$ cat src/rtl/core/rwpg_pkg.sv
// ----------------------------------------------------------------------------
// rwpg_pkg
// Shared widths, register indexes, codes and types of the rolling wave
// pixel generator.
// ----------------------------------------------------------------------------
package rwpg_pkg;

  localparam int PATTERN_DEPTH = 16;
  localparam int SLOT_W        = 4;
  localparam int PIX_W         = 10;
  localparam int COLOR_W       = 24;
  localparam int CH_W          = 8;
  localparam int GRAD_W        = 8;
  localparam int LEN_W         = 9;
  localparam int PLEN_W        = 5;
  localparam int MODE_W        = 2;
  localparam int CC_W          = 13;
  localparam int CC_STEP_W     = 4;
  localparam int POS_W         = 14;
  localparam int DIV_W         = 16;
  localparam int DVS_W         = 9;
  localparam int DIV_STEPS     = DIV_W;

  localparam int CFG_IDX_W  = 3;
  localparam int CFG_DATA_W = 24;

  localparam logic [CFG_IDX_W-1:0] CFG_GRAD    = 3'd0;
  localparam logic [CFG_IDX_W-1:0] CFG_SPACING = 3'd1;
  localparam logic [CFG_IDX_W-1:0] CFG_TRAIL   = 3'd2;
  localparam logic [CFG_IDX_W-1:0] CFG_DIM     = 3'd3;
  localparam logic [CFG_IDX_W-1:0] CFG_PLEN    = 3'd4;
  localparam logic [CFG_IDX_W-1:0] CFG_BG      = 3'd5;

  localparam logic [MODE_W-1:0] TRAIL_END  = 2'd0;
  localparam logic [MODE_W-1:0] TRAIL_BOTH = 2'd1;
  localparam logic [MODE_W-1:0] TRAIL_LEAD = 2'd2;

  localparam logic OP_LOAD = 1'b0;
  localparam logic OP_DRAW = 1'b1;

  typedef struct packed {
    logic [GRAD_W-1:0]  grad;
    logic [GRAD_W-1:0]  spacing;
    logic [MODE_W-1:0]  trail_mode;
    logic [CH_W-1:0]    dim;
    logic [PLEN_W-1:0]  plen;
    logic [COLOR_W-1:0] bg;
    logic [LEN_W-1:0]   wave_len;
  } rwpg_cfg_t;

  typedef struct packed {
    logic            busy;
    logic [CC_W-1:0] ccn;
    logic [CC_W-1:0] total;
  } rwpg_cc_t;

  typedef struct packed {
    logic               pixel;
    logic [PIX_W-1:0]   index;
    logic [SLOT_W-1:0]  slot;
    logic [COLOR_W-1:0] color;
    logic [DVS_W-1:0]   rem;
    logic               head;
    logic               in_wave;
  } rwpg_side_t;

  typedef struct packed {
    logic [PIX_W-1:0] index;
    logic [CH_W-1:0]  red;
    logic [CH_W-1:0]  green;
    logic [CH_W-1:0]  blue;
  } rwpg_pix_t;

  function automatic logic [PLEN_W-1:0] used_len(input logic [PLEN_W-1:0] n);
    logic [PLEN_W-1:0] r;
    r = n;
    if (n == '0) begin
      r = PLEN_W'(1);
    end else if (n > PLEN_W'(PATTERN_DEPTH)) begin
      r = PLEN_W'(PATTERN_DEPTH);
    end
    return r;
  endfunction

endpackage

$ cat src/rtl/core/rwpg_ctrl.sv
// ----------------------------------------------------------------------------
// rwpg_ctrl
// Configuration registers, frame cycle counter and the sequencer that
// reduces the cycle count modulo the pattern period after a geometry change.
// ----------------------------------------------------------------------------
module rwpg_ctrl (
  input  logic                            clk,
  input  logic                            rst_n,
  input  logic                            cfg_we,
  input  logic [rwpg_pkg::CFG_IDX_W-1:0]  cfg_index,
  input  logic [rwpg_pkg::CFG_DATA_W-1:0] cfg_data,
  input  logic                            cc_step,
  output rwpg_pkg::rwpg_cfg_t             cfg,
  output rwpg_pkg::rwpg_cc_t              cc
);
  import rwpg_pkg::*;

  localparam logic [1:0] N_IDLE = 2'd0;
  localparam logic [1:0] N_MUL  = 2'd1;
  localparam logic [1:0] N_DIV  = 2'd2;

  localparam logic [GRAD_W-1:0] RST_GRAD    = 8'd4;
  localparam logic [GRAD_W-1:0] RST_SPACING = 8'd2;
  localparam logic [CH_W-1:0]   RST_DIM     = 8'd255;
  localparam logic [PLEN_W-1:0] RST_PLEN    = 5'd1;
  localparam logic [CC_W-1:0]   RST_TOTAL   =
    CC_W'(int'(RST_PLEN) * (int'(RST_GRAD) + int'(RST_SPACING)));

  logic [GRAD_W-1:0]    grad_r;
  logic [GRAD_W-1:0]    spacing_r;
  logic [MODE_W-1:0]    trail_r;
  logic [CH_W-1:0]      dim_r;
  logic [PLEN_W-1:0]    plen_r;
  logic [COLOR_W-1:0]   bg_r;

  logic [1:0]           state_r, state_nxt;
  logic [CC_STEP_W-1:0] step_r, step_nxt;
  logic [CC_W-1:0]      rem_r, rem_nxt;
  logic [CC_W-1:0]      total_r, total_nxt;
  logic [CC_W-1:0]      ccn_r, ccn_nxt;
  logic [CC_W-1:0]      cc_r, cc_nxt;

  logic                 start;
  logic [POS_W-1:0]     period;
  logic [CC_W:0]        trial;
  logic [CC_W:0]        diff;
  logic                 ge;
  logic [CC_W-1:0]      rem_step;
  logic [CC_W-1:0]      inc;

  assign cfg.grad       = grad_r;
  assign cfg.spacing    = spacing_r;
  assign cfg.trail_mode = trail_r;
  assign cfg.dim        = dim_r;
  assign cfg.plen       = used_len(plen_r);
  assign cfg.bg         = bg_r;
  assign cfg.wave_len   = {1'b0, grad_r} + {1'b0, spacing_r};

  assign cc.busy  = state_r != N_IDLE;
  assign cc.ccn   = ccn_r;
  assign cc.total = total_r;

  always_ff @(posedge clk) begin
    if (!rst_n) begin
      grad_r    <= RST_GRAD;
      spacing_r <= RST_SPACING;
      trail_r   <= TRAIL_BOTH;
      dim_r     <= RST_DIM;
      plen_r    <= RST_PLEN;
      bg_r      <= '0;
    end else if (cfg_we) begin
      unique case (cfg_index)
        CFG_GRAD:    grad_r    <= cfg_data[GRAD_W-1:0];
        CFG_SPACING: spacing_r <= cfg_data[GRAD_W-1:0];
        CFG_TRAIL:   trail_r   <= cfg_data[MODE_W-1:0];
        CFG_DIM:     dim_r     <= cfg_data[CH_W-1:0];
        CFG_PLEN:    plen_r    <= cfg_data[PLEN_W-1:0];
        CFG_BG:      bg_r      <= cfg_data[COLOR_W-1:0];
        default: ;
      endcase
    end
  end

  assign start = cfg_we && (cfg_index == CFG_GRAD || cfg_index == CFG_SPACING ||
                            cfg_index == CFG_PLEN);

  assign period   = POS_W'(cfg.plen) * POS_W'(cfg.wave_len);
  assign trial    = {rem_r, cc_r[step_r]};
  assign ge       = trial >= {1'b0, total_r};
  assign diff     = trial - {1'b0, total_r};
  assign rem_step = ge ? diff[CC_W-1:0] : trial[CC_W-1:0];
  assign inc      = ccn_r + CC_W'(1);

  always_comb begin
    state_nxt = state_r;
    step_nxt  = step_r;
    rem_nxt   = rem_r;
    total_nxt = total_r;
    ccn_nxt   = ccn_r;
    cc_nxt    = cc_r;
    unique case (state_r)
      N_IDLE: begin
        if (cc_step) begin
          if (total_r == '0 || inc == total_r) begin
            cc_nxt  = '0;
            ccn_nxt = '0;
          end else begin
            cc_nxt  = inc;
            ccn_nxt = inc;
          end
        end
      end
      N_MUL: begin
        total_nxt = period[CC_W-1:0];
        rem_nxt   = '0;
        step_nxt  = CC_STEP_W'(CC_W - 1);
        state_nxt = N_DIV;
      end
      N_DIV: begin
        rem_nxt = rem_step;
        if (step_r == '0) begin
          ccn_nxt   = rem_step;
          state_nxt = N_IDLE;
        end else begin
          step_nxt = step_r - CC_STEP_W'(1);
        end
      end
      default: state_nxt = N_IDLE;
    endcase
    if (start) begin
      state_nxt = N_MUL;
    end
  end

  always_ff @(posedge clk) begin
    if (!rst_n) begin
      state_r <= N_IDLE;
      step_r  <= '0;
      rem_r   <= '0;
      total_r <= RST_TOTAL;
      ccn_r   <= '0;
      cc_r    <= '0;
    end else begin
      state_r <= state_nxt;
      step_r  <= step_nxt;
      rem_r   <= rem_nxt;
      total_r <= total_nxt;
      ccn_r   <= ccn_nxt;
      cc_r    <= cc_nxt;
    end
  end

endmodule

$ cat config.mk
export PLATFORM = sky130hd
export DESIGN_NAME = rwpg_ctrl
export DESIGN_NICKNAME = d
export VERILOG_FILES = /design/src/rtl/core/rwpg_pkg.sv /design/src/rtl/core/rwpg_ctrl.sv
export SDC_FILE = /design/constraint.sdc
export NUM_CORES = 1
export LEC_CHECK = 0
export ABC_CLOCK_PERIOD_IN_PS = 5000
export BUFFER_PORTS_ARGS = -buffer_cell sky130_fd_sc_hd__buf_2
export CELL_PAD_IN_SITES_DETAIL_PLACEMENT = 0
export CELL_PAD_IN_SITES_GLOBAL_PLACEMENT = 1
export CORE_ASPECT_RATIO = 0.5
export CORE_MARGIN = 1.5
export CORE_UTILIZATION = 38
export CTS_CLUSTER_DIAMETER = 50
export CTS_CLUSTER_SIZE = 30
export DETAILED_ROUTE_END_ITERATION = 10
export GPL_TIMING_DRIVEN = 0
export PLACE_DENSITY_LB_ADDON = 0.1
export SETUP_SLACK_MARGIN = 0.02
export SKIP_LAST_GASP = 1
export SLEW_MARGIN = 10
export SYNTH_ARGS = -nofsm -noshare
export SYNTH_HDL_FRONTEND = slang
export SYNTH_SLANG_ARGS = --single-unit
export TNS_END_PERCENT = 10
$ cat constraint.sdc
create_clock -name clk -period 5 [get_ports clk]
set_input_delay 0.75 -clock clk [delete_from_list [all_inputs] [get_ports clk]]
set_output_delay 0.75 -clock clk [all_outputs]
set_load 0.05 [all_outputs]
; After elaboration in Yosys (flattened, before gate mapping)
; Index checks and enable logic that the tools add are counted.
[word_totals]
ff_bits = 113
latchBits = 0
mem_bits_rw = 0
mem_bits_ro = 0
word_cells = 75
memories = 0
[op_classes]
add_sub_neg = 4
n_mul = 1
n_div = 0
magnitude_cmp = 3
eq_ne = 13
shift = 0
n_mux = 15
bitwise_logic = 2
reduce_logical = 24
[ops]
columns = cell, count
row1 = 2-to-1 mux 13 bit, 4
row2 = one-hot mux 13 bit (2 select lines), 2
row3 = AND reduction 2 bit, 10
row4 = greater-or-equal comparator 14 x 13 -> 1 bit, 1
row5 = adder 13 x 1 -> 13 bit (second input constant), 1
row6 = == test 13 bit, 1
row7 = logical NOT 13 bit, 1
row8 = multiplier 5 x 9 -> 13 bit, 1
row9 = subtractor 13 bit, 1
row10 = 2-to-1 mux 5 bit, 2
row11 = adder 8 x 8 -> 9 bit, 1
row12 = inequality test 2 bit (second input constant), 4
row13 = one-hot mux 4 bit (2 select lines), 1
row14 = == test 3 x 2 -> 1 bit (second input constant), 2
row15 = == test 3 bit (second input constant), 2
row16 = one-hot mux 2 bit (3 select lines), 1
row17 = nonzero test 2 bit, 3
row18 = greater-than comparator 5 bit (second input constant), 1
row19 = logical NOT 5 bit, 1
row20 = less-than comparator 4 x 5 -> 1 bit (second input constant), 1
row21 = binary-select mux 1 bit (select 4 bit), 1
row22 = logical NOT 4 bit, 1
row23 = 2-to-1 mux 4 bit, 1
row24 = subtractor 4 x 1 -> 4 bit (second input constant), 1
row25 = other kinds (13), 17

; Depth between registers and ports, before layout
; Gate-level depths: netlist (run 1).
[logic_depth]
word_depth = 6
ltp_mapped = 20
mapped_depth_nobuf = 20

; Worst setup path before layout (run 1)
; No wires, ideal clock.
[synth_path]
path_kind = flip-flop to flip-flop
startpoint = register grad_r[0]
endpoint = register total_r[12]
setup_ns = 0.086
arrival_time_ns = 5.574
required_time_ns = 4.914
setup_slack_ns = -0.660
stages_incl_launch_ff = 20
path_buffers = 0
synth_period_minus_slack_ns = 5.660
path_cell_list = dfxtp_1 > ha_1 > a21o_1 > a21oi_1 > xnor2_1 > and2_1 > fa_1 > fa_1 > inv_1 > fa_1 > inv_1 > ha_1 > inv_1 > o21bai_1 > a21oi_1 > o21ai_0 > and4_1 > a2111oi_0 > xnor2_1 > a211oi_1
[synth_lines]
columns = element, line_no
row1 = start: declaration, rwpg_ctrl.sv:29  ; logic [GRAD_W-1:0] grad_r;
row2 = start signal: assignment, rwpg_ctrl.sv:73  ; CFG_GRAD: grad_r <= cfg_data[GRAD_W-1:0];
row3 = end signal: assignment, rwpg_ctrl.sv:147  ; total_r <= total_nxt;
row4 = end: declaration, rwpg_ctrl.sv:39  ; logic [CC_W-1:0] total_r, total_nxt;

; Worst setup path after layout (run 1)
[layout_path]
startpoint = register spacing_r[1]
endpoint = register total_r[11]
[layout_via]
elab_chain_len = 2
[layout_rtl]
columns = element, line_no
row1 = start: declaration, rwpg_ctrl.sv:30  ; logic [GRAD_W-1:0] spacing_r;
row2 = start signal: assignment, rwpg_ctrl.sv:74  ; CFG_SPACING: spacing_r <= cfg_data[GRAD_W-1:0];
row3 = adder 8 x 8 -> 9 bit, rwpg_ctrl.sv:57  ; assign cfg.wave_len = {1'b0, grad_r} + {1'b0, spacing_r};
row4 = multiplier 5 x 9 -> 13 bit, rwpg_ctrl.sv:87  ; assign period = POS_W'(cfg.plen) * POS_W'(cfg.wave_len);
; No other way between the ends.
; A chain may end at the register's enable or synchronous reset.

==> results of run 1 <==
[logic make-up (layout without fill, tap and decap cells)]
| logic type | after synthesis | count (layout) |
|---|---|---|
| mux | 32 | 32 |
| fa+ha+maj | 69 | 69 |
| compound gates | 185 | 185 |
| buf+inv | 117 | 274 |
| flops | 113 | 113 |
| simple gates | 387 | 387 |
| xor+xnor | 49 | 49 |
[final cells by class]
type,count,area share [%]
Clock buffer,21,5.05
Inverter,68,2.76
Sequential cell,113,24.4
Multi-Input combinational cell,722,53.6
Tap cell,266,3.57
Clock inverter,11,1.37
Timing Repair Buffer,126,6.93
Buffer,48,2.35
[cell usage in the layout, fill, tap and decap left out, types with 7 or more instances in the layout]
cell       instances
xor2_1            12
dfxtp_1          108
o221ai_1          11
xnor2_1           32
ha_1              44
nand4_1            9
a21oi_1           72
fa_1              21
inv_1             66
nand2_1          168
buf_2            128
nor2_1            74
buf_4              7
and2_1            27
clkbuf_1          33
nor3_1            10
nor2b_1            7
nand3_1           27
o21ai_0           34
mux2i_1           20
a21o_1             8
and3_1             8
a31oi_1            7
clkbuf_16         17
nand2b_1          21
[synth_stat cells, drive strengths merged (9+ instances only)]
| master | number |
|---|---|
| inv | 68 |
| nor2 | 77 |
| fa | 22 |
| xnor2 | 36 |
| o221ai | 11 |
| mux2i | 20 |
| clkbuf | 34 |
| dfxtp | 113 |
| nand2b | 21 |
| a21oi | 77 |
| mux2 | 9 |
| nor3 | 10 |
| ha | 47 |
| o21ai | 38 |
| xor2 | 13 |
| nand3 | 27 |
| nand4 | 9 |
| and2 | 28 |
| buf | 15 |
| nand2 | 168 |
[power by group]
| group | switching (µW) | internal, µW | leakage [µW] | total, µW |
|---|---|---|---|---|
| registers | 18.9 | 921 | 0.000917 | 940 |
| logic | 236 | 105 | 0.00284 | 341 |
| clock network | 482 | 778 | 0.000298 | 1260 |
[tightest hold or removal path: stages (launching register included)]
cell	delay, ns
dfxtp_1	0.30
nand2_1	0.05
a21oi_1	0.05
[registers in the layout (all words and copies together), names as in the netlist, 4 cells and up]
register   count
grad_r         8
dim_r          8
bg_r          24
plen_r         5
ccn_r         13
cc_r          13
spacing_r      8
rem_r         13
step_r         4
total_r       13
[what timing repair did]
action	4_1_cts	5_1_grt
setup endpoints to repair	3	25
resized for setup	10	14
pin swaps	6	11
cloned	0	0
buffers inserted	3	3
[metrics by stage]
| stage | util (%) | total power [µW] | setup WS (ns) | hold WS (ns) | instances |
|---|---|---|---|---|---|
| after global placement | 43.9 | 1290 | -0.268 | 0.440 | 1338 |
| final | 47.9 | 2540 | 0.231 | 0.451 | 1375 |
| after floorplan | - | 1190 | -0.0196 | 0.442 | 952 |
| after global routing | 47.9 | 2630 | -0.0201 | 0.471 | 1375 |
| after CTS | 47.4 | 2550 | -0.00142 | 0.451 | 1373 |
| after detailed placement | 43.9 | 1290 | -0.251 | 0.443 | 1338 |
[layer usage]
layer  part of all wire, %  vias up  track usage [%]
li1                      -     3546                -
met1                    51     3398             33.3
met2                    42      177             35.3
met3                   5.9       31             6.19
met4                   1.6        0             6.67
met5                     0        -                0
[worst max-delay path by stage]
stage	from	cells after the start	end	slack (ns)
2_1_floorplan	spacing_r[0]	17	total_r[11]	-0.02
3_3_place_gp	spacing_r[0]	19	total_r[11]	-0.27
3_5_place_dp	spacing_r[0]	20	total_r[12]	-0.25
4_1_cts	spacing_r[0]	18	total_r[11]	-0.001
5_1_grt	spacing_r[1]	19	total_r[11]	-0.02
6_report	spacing_r[1]	19	total_r[11]	0.23
==> metrics.md, run 1 <==
| Metric | Value |
|---|---|
| Total I/O pin count | 122 |
| Layout area overhead | 23.3% |
| Vias/cell | 5.20 |
| Adder-cell share of the synthesized area | 13.6% |
| Share of cells above drive strength 1 | 19.3% |
| Post-synth EDFFs | 0 |
| Leak | 0.00406 µW |
| Synth Area in Compound Gates | 15.2% |
| Synth top area share | 29.9% |
| Pwr Density | 272 mW/mm² |
| Syn Std Cell Area | 0.00756 mm² |
| Worst skew pair latency | 0.42 ns |
| Fillers | 1,983 |
| # diodes | 0 |
| Most used cell along the critical path | fa_1 |
| Fmax | 0.210 GHz |
| Overflow after GRT | 0 |
| Post-synthesis mux area share | 5.13% |
| Antenna violations before repair | 1 |
| FF+latch count, synth | 113 |
| Clock sinks | 113 |
| Hold Path End | bg_r[10] |
| Vias in the first global route | 6,711 |
| Unrepaired setup endpoints after global routing | true |
| Initial Utilization | 38.9% |
| Drt wl/cell | 17.5 µm |
| Core area | 0.0195 mm² |
| Arr. time, crit path | 5.06 ns |
| Gr usage total | 23.5% |
| Hold Crit Depth | 2 |
| Setup_tns | 0 ns |
| Yosys Warn Count | 0 |
| Setup violators final | 0 |
| Clk slew on worst S/H paths | 0.06 ns |
| Worst slew margin | 35.8% |
| CP Capture Type | register |
| Post-synthesis sequential area ratio | 29.9% |
| Design Area, Final | 0.00932 mm² |
| Seq. cell area | 0.00227 mm² |
| R2R Path Start | spacing_r[1] |
| GPL Wtd Cong | 0.913 |
| WP data required | 5.29 ns |
| Simple-gate share of the synthesized area | 24.0% |
| Die ar. | 0.0208 mm² |
| Total Routed Length | 24,100 µm |
| Status | complete, no violations |
| Worst r2r dst | total_r[11] |
| CTS buffer count | 17 |
| Synth Instances | 952 |
| Area contributors post-synth | dfxtp_1 30%, nand2_1 8.3%, ha_1 7.8% |
| Crit-path cells | ha_1, a21o_1, a21oi_4, o21bai_1, a21oi_2, xnor2_2, nor2_1, fa_1, fa_1, inv_1, fa_1, inv_1, ha_1, or2_2, a21oi_1, o311ai_0, xor2_1, mux2i_1, nor2_1 |
| Row count | 36 |
| Final Max Tran Viols | 0 |
| H-tree Lvls | 4 |
| Port bufs | 120 |
| Max Cap Viol | 0 |
| Antenna-violating nets left | 0 |
| Largest net degree at the start of global routing | 17 |
| WP buf/inv | 2 |
| Worst setup SP type | register |
| Main synth FF type | dfxtp_1 |
| FF-to-FF path depth | 19 |
| DP Area | 0.00854 mm² |
| Crit path max-delay family | adder cells |
| Number of DRC markers in iteration 0 | 313 |
| Largest family of logic cells by synthesized area | simple AND/OR/NAND/NOR gates |
| Hold Startpoint | bg_r[10] |
| Final Hold Vio Count | 0 |
| Final period utilization | 95.4% |
| Post-Syn Area per Cell | 7.94 µm² |
| DR DRC count | 0 |
| Global-route wire length before repair | 37,300 µm |
| CTS tree | built |
| Fraction of registers with async set/reset | 0% |
| Post-cts hold buffer count | 0 |
| Clock root cell | clkbuf_16 |
| Min cycle time layout | 4.77 ns |
| VDD IR max | 0.000231 V |
| Via count | 7,152 |
| XOR/XNOR share of the synthesized area | 5.77% |
| First-pass DRT Iterations | 5 |
| Max Root-Sink Buffers | 2 |
| Max incr delay on CP | 0.54 ns |
| Distinct cell type count after synthesis | 67 |
| Critical path class | register to register |
| Area of the multi-input gates | 0.00500 mm² |
| Worst-margin pin slew | 0.961 ns |
| Syn nets | 1,052 |
| Die width | 203 µm |
| Vert. Die Dim | 103 µm |
| DP Wirelength | 18,600 µm |
| Reg2reg setup slack | 0.23 ns |
| Clock Skews | 0.00660 ns |
| Synth area leader | dfxtp_1 |
| Slowest-stage cell, CP | fa_1 |
| Hold WC Path Type | register to register |
| CP Max Fanout | 4 |
| NumNets Final | 1,196 |
No activity file was read; power rests on OpenSTA's default activity.
==> run 2: changes to the inputs <==
ABC_AREA = 1   (was unset)
CORE_UTILIZATION = 37   (was 38)
CTS_CLUSTER_SIZE = unset   (was 30)
GPL_ROUTABILITY_DRIVEN = 0   (was unset)
==> run 2 against run 1 <==
Effect of this change:
- combinational power grew to 3.0 times the previous value
- die area grew 0.74%
- sequential share of layout area grew 0.37 points
- synthesized cell count grew 14%
- hold slack gained 0.010 ns
==> metrics.md, run 2 <==
| Metric | Value |
|---|---|
| CP Capture Type | register |
| CP Max Fanout | 5 |
| Commonest non-fill, non-tap cells in the layout | 185 x nor2_1, 175 x nand2_1, 134 x inv_1, 123 x buf_2, 116 x o21ai_0 |
| Vias in the first global route | 7,142 |
| Critical path class | register to register |
| Number of DRC markers in iteration 0 | 404 |
| CTS tree | built |
| Gr usage total | 23.5% |
| CTS buffer count | 17 |
| Antenna violations before repair | 0 |
| Core area | 0.0195 mm² |
| Syn nets | 1,189 |
| Largest Register | bg_r |
| Synth Area in Compound Gates | 15.6% |
| Max Cap Viol | 0 |
| Vert. Die Dim | 103 µm |
| Leak | 0.00458 µW |
| Largest family of logic cells by synthesized area | simple AND/OR/NAND/NOR gates |
| Post-synthesis mux area share | 0% |
| Min cycle time layout | 4.74 ns |
| Clk slew on worst S/H paths | 0.06 ns |
| NumNets Final | 1,333 |
| Share of cells above drive strength 1 | 16.8% |
| Antenna-violating nets left | 0 |
| DR DRC count | 0 |
| Status | complete, no violations |
| FF+latch count, synth | 113 |
| WP data required | 5.30 ns |
| DP Wirelength | 19,100 µm |
| Final period utilization | 94.9% |
| Drt wl/cell | 15.9 µm |
| Max reg flops | 24 |
| Worst skew pair latency | 0.42 ns |
| Final Hold Vio Count | 0 |
| Clock root cell | clkbuf_16 |
| Worst setup SP type | register |
| VDD IR max | 0.000235 V |
| Global-route wire length before repair | 37,900 µm |
| Final Max Tran Viols | 0 |
| Total Routed Length | 24,100 µm |
| Most common cell in the netlist | nor2_1 |
| # diodes | 0 |
| XOR/XNOR share of the synthesized area | 3.17% |
| Hold WC Path Type | register to register |
| Area contributors post-synth | dfxtp_1 30%, nor2_1 9.5%, nand2_1 8.9% |
| Main synth FF type | dfxtp_1 |
| Fmax | 0.211 GHz |
| Commonest cells in the netlist | 187 x nor2_1, 175 x nand2_1, 136 x inv_1, 119 x o21ai_0, 113 x dfxtp_1 |
| Vias/cell | 5.02 |
| Arr. time, crit path | 5.04 ns |
| Port bufs | 120 |
| FF-to-FF path depth | 24 |
| Post-cts hold buffer count | 0 |
| Post-Syn Area per Cell | 6.81 µm² |
| Most common cell after layout, fill and taps aside | nor2_1 |
| Hold Crit Depth | 2 |
| Fraction of registers with async set/reset | 0% |
| Via count | 7,589 |
| Synth top area share | 30.5% |
| Synth Instances | 1,089 |
| Design Area, Final | 0.00916 mm² |
| Layout area overhead | 23.4% |
| Post-synth EDFFs | 0 |
| Max Root-Sink Buffers | 2 |
| Clock sinks | 113 |
| Adder-cell share of the synthesized area | 13.9% |
| Setup violators final | 0 |
| Row count | 36 |
| Overflow after GRT | 0 |
| H-tree Lvls | 4 |
| Largest net degree at the start of global routing | 17 |
| Pwr Density | 371 mW/mm² |
| Worst slew margin | 46.6% |
| Clock Skews | 0.0151 ns |
| Worst-margin pin slew | 0.796 ns |
| Post-synthesis sequential area ratio | 30.5% |
| Die ar. | 0.0210 mm² |
| Setup_tns | 0 ns |
| Initial Utilization | 37.9% |
| Yosys Warn Count | 0 |
| Syn Std Cell Area | 0.00742 mm² |
| Distinct cell type count after synthesis | 37 |
| Die width | 203 µm |
| Unrepaired setup endpoints after global routing | true |
| DP Area | 0.00840 mm² |
| Simple-gate share of the synthesized area | 27.6% |
| First-pass DRT Iterations | 5 |
| Synth area leader | dfxtp_1 |
| Total I/O pin count | 122 |
| Total Power | 3400 µW |
[run 2: changes by cell type after synthesis, sizes merged, moves of 28 or more]
cell / before / now
nor2: 77 / 195
o21ai: 38 / 121
inv: 68 / 140
nand3: 27 / 74
xnor2: 36 / 7
and2: 28 / 0
[run 2: repair_timing]
item                                    in CTS  in global routing
setup buffers                                0                  5
pin swaps                                    0                  4
endpoints found under the setup margin       2                  5
cloned                                       0                  0
resized for setup                            3                 20
[run 2: area by class of cell]
class / instances / area (µm²)
sequential: 113 / 2270
multi-input combinational: 799 / 4590
clock buffer: 20 / 457
tap: 266 / 333
buffer: 35 / 155
fill: 2102 / 10400
clock inverter: 12 / 180
timing repair buffer: 125 / 638
inverter: 142 / 533
[run 2: cell families (layout without fill, tap and decap cells)]
family	count (synthesis)	count (layout)
compound gates	222	222
fa+ha+maj	69	69
xor+xnor	26	26
flops	113	113
simple gates	482	482
buf+inv	177	334
[run 2: worst paths after layout]
path / startpoint / to / slack, ns
worst max-delay path: spacing_r[2] / total_r[10] / 0.26
worst min-delay path: dim_r[6] / dim_r[6] / 0.46
worst max register to register: spacing_r[2] / total_r[10] / 0.26
worst min register to register: dim_r[6] / dim_r[6] / 0.46
[run 2: where the power goes]
part / switching [µW] / internal, µW
Sequential: 83.2 / 978
Combinational: 710 / 310
Clock: 457 / 863
Total: 1250 / 2150
[run 2: critical path, stage by stage (launching register included)]
cell     delay [ns]
dfxtp_2        0.35
ha_4           0.26
a21oi_1        0.12
inv_1          0.05
a31oi_1        0.15
inv_1          0.08
nand2_1        0.08
nand2_1        0.07
a21oi_2        0.18
xor2_2         0.26
nor2_1         0.09
fa_1           0.49
fa_1           0.55
inv_1          0.06
fa_1           0.53
inv_1          0.04
ha_1           0.32
nand2_1        0.10
nor2_1         0.24
a21oi_2        0.11
nor2_1         0.09
nor2_1         0.05
xor2_1         0.14
o21ai_0        0.15
inv_1          0.05
[run 2: routing by layer]
metal	part of all wire (%)	GRT usage, %	vias to the layer above
li1	-	-	3844
met2	43	37.0	208
met1	50	32.3	3514
met3	5.8	5.78	23
met4	1.2	5.64	0
met5	0	0	-
[run 2: metrics by stage]
stage	setup slack, ns	cells	utilization, %	hold slack (ns)
floorplan	0.0668	1089	-	0.444
global placement	-0.128	1475	43.0	0.437
detailed placement	-0.100	1475	43.0	0.445
CTS	0.0230	1507	46.3	0.464
global route	-0.00718	1512	46.8	0.493
finish	0.257	1512	46.8	0.462
==> run 3: changes to the inputs <==
GPL_TIMING_DRIVEN = 1   (was 0)
==> run 3 against run 2 <==
Effect of this change:
- final cell count shrank 2.3%
- fmax grew 1.8%
- combinational power shrank 4%
- sequential power is essentially flat
- clock power shrank 11%
- critical path type unchanged
==> metrics.md, run 3 (same netlist as run 2, synthesis figures left out) <==
| Metric | Value |
|---|---|
| Comb pwr share | 30.6% |
| Critical path class | register to register |
| Clock power frac | 36.4% |
| R2R Path Start | grad_r[2] |
| Clock Skews | 0.0112 ns |
| Dpl cells | 1,445 |
| Int Power | 1980 µW |
| Most common cell after layout, fill and taps aside | nor2_1 |
| Clk slew on worst S/H paths | 0.06 ns |
| Max reg flops | 24 |
| Design Area, Final | 0.00889 mm² |
| Largest Register | bg_r |
| First-pass DRT Iterations | 5 |
| Post-Place Worst Slack | 0.151 ns |
| Switching Fraction | 38.3% |
| Layout area overhead | 19.8% |
| Final Hold Vio Count | 0 |
| H-tree Lvls | 4 |
| Worst-margin pin slew | 1.18 ns |
| Pwr Density | 362 mW/mm² |
| Most used cell along the critical path | inv_1 |
| Total I/O pin count | 122 |
| Max incr delay on CP | 0.55 ns |
| Initial Utilization | 37.9% |
| Fillers | 2,071 |
| Min cycle time layout | 4.66 ns |
| DP Area | 0.00828 mm² |
| Vert. Die Dim | 103 µm |
| Final setup margin | 0.341 ns |
| Setup violators final | 0 |
| NumNets Final | 1,299 |
| Largest net degree at the start of global routing | 53 |
| Gr usage total | 22.4% |
| Max Root-Sink Buffers | 2 |
| Total Routed Length | 23,000 µm |
| DR DRC count | 0 |
| Slowest-stage cell, CP | fa_1 |
| Hold Startpoint | dim_r[3] |
| CTS buffer count | 17 |
| Setup_tns | 0 ns |
| Antenna-violating nets left | 0 |
| Fmax | 0.215 GHz |
| Max Cap Viol | 0 |
| Arr. time, crit path | 4.96 ns |
| Worst slew margin | 21.3% |
| CP Capture Type | register |
| Port bufs | 121 |
| Die ar. | 0.0210 mm² |
| Unrepaired setup endpoints after global routing | true |
| Core area | 0.0195 mm² |
| Post-Layout Cell Count | 1,477 |
| Net switching power | 1230 µW |
| Leak | 0.00448 µW |
| Antenna violations before repair | 0 |
| Hold WC Path Type | register to register |
| Share of cells above drive strength 1 | 15.9% |
| Final Max Tran Viols | 0 |
| Worst skew pair latency | 0.41 ns |
| Status | complete, no violations |
| Area of the multi-input gates | 0.00456 mm² |
| Die width | 203 µm |
| Row count | 36 |
| # diodes | 0 |
| Clock sinks | 113 |
| Via count | 7,365 |
| CTS tree | built |
| Drt wl/cell | 15.6 µm |
| WP data required | 5.30 ns |
| Worst Setup SP | grad_r[2] |
| Worst setup SP type | register |
| Number of DRC markers in iteration 0 | 377 |
| Overflow after GRT | 0 |
| DP Wirelength | 17,400 µm |
| Global-route wire length before repair | 36,600 µm |
| Commonest non-fill, non-tap cells in the layout | 186 x nor2_1, 175 x nand2_1, 136 x inv_1, 121 x buf_2, 117 x o21ai_0 |
| Final period utilization | 93.2% |
| Clock root cell | clkbuf_16 |
| Seq. cell area | 0.00226 mm² |
| CP Max Fanout | 4 |
| Share of power burned in registers | 33.0% |
| Vias in the first global route | 6,922 |
| Vias/cell | 4.99 |
| VDD IR max | 0.000229 V |
| Crit-path cells | ha_2, a21oi_1, inv_1, a31oi_1, inv_1, nand2_1, nand2_1, a21oi_2, xor2_1, nor2_1, fa_1, fa_1, inv_1, fa_1, inv_1, ha_1, nand2_1, nor2_2, a21oi_2, nor2_1, nor2_1, xor2_1, o21ai_1, inv_1 |
==> run 3: cell types whose count changed in the layout (fill, tap and decap cells not counted), sizes merged <==
| cell | previous run | this run |
|---|---|---|
| clkinv | 6 | 8 |
| clkinvlp | 2 | 3 |
| clkbuf | 48 | 21 |
| inv | 142 | 140 |
| buf | 132 | 126 |
| bufinv | 4 | 1 |
==> run 3: power groups by stage <==
stage / combinational (µW) / sequential, µW / clock [µW]
3_5_place_dp: 984 / 1080 / 0
4_1_cts: 988 / 1060 / 1190
5_1_grt: 1110 / 1070 / 1240
3_3_place_gp: 976 / 1080 / 0
2_1_floorplan: 625 / 1180 / 0
6_report: 983 / 1060 / 1170
==> run 3: stage by stage <==
| stage | power, µW | hold slack [ns] | util (%) |
|---|---|---|---|
| global placement | 2050 | 0.435 | 42.4 |
| CTS | 3240 | 0.461 | 45.2 |
| floorplan | 1810 | 0.444 | - |
| global route | 3420 | 0.495 | 45.5 |
| finish | 3210 | 0.460 | 45.5 |
| detailed placement | 2060 | 0.444 | 42.4 |
==> run 3: worst max-delay path, delay by kind of cell, from the launching register on <==
family / cells / cell delay (ns)
AOI/OAI and AO/OA: 5 / 0.59
xor gates and xnor gates: 2 / 0.40
adders and majority gates: 5 / 2.25
buffers and inverters: 5 / 0.27
DFF: 1 / 0.36
and+or+nand+nor: 7 / 0.66
==> run 3: layer usage <==
layer  track usage (%)  wire length [µm]  up-vias
met4              4.73               105        0
li1                  -                 -     3770
met3              5.50              1250       11
met1              30.3             11400     3427
met5                 0                 0        -
met2              36.5             10300      157
==> run 3: final cells by class <==
type                       count  area share [%]
clock inverter                10           0.971
tap                          266            3.74
multi-input combinational    799            51.3
timing repair buffer         126            7.24
inverter                     142            6.00
sequential                   113            25.5
clock buffer                  21            5.29
==> run 3: path summary, 6_finish.rpt <==
check | to | slack (ns) | cells past startpoint
hold reg to reg | dim_r[3] | 0.46 | 2
setup / recovery | total_r[10] | 0.34 | 24
hold / removal | dim_r[3] | 0.46 | 2
setup reg to reg | total_r[10] | 0.34 | 24
==> run 3: timing repair <==
item | 4_1_cts | 5_1_grt
resized for setup | 0 | 13
hold buffers | 0 | 0
buffers inserted | 0 | 1
endpoints found under the setup margin | 0 | 4
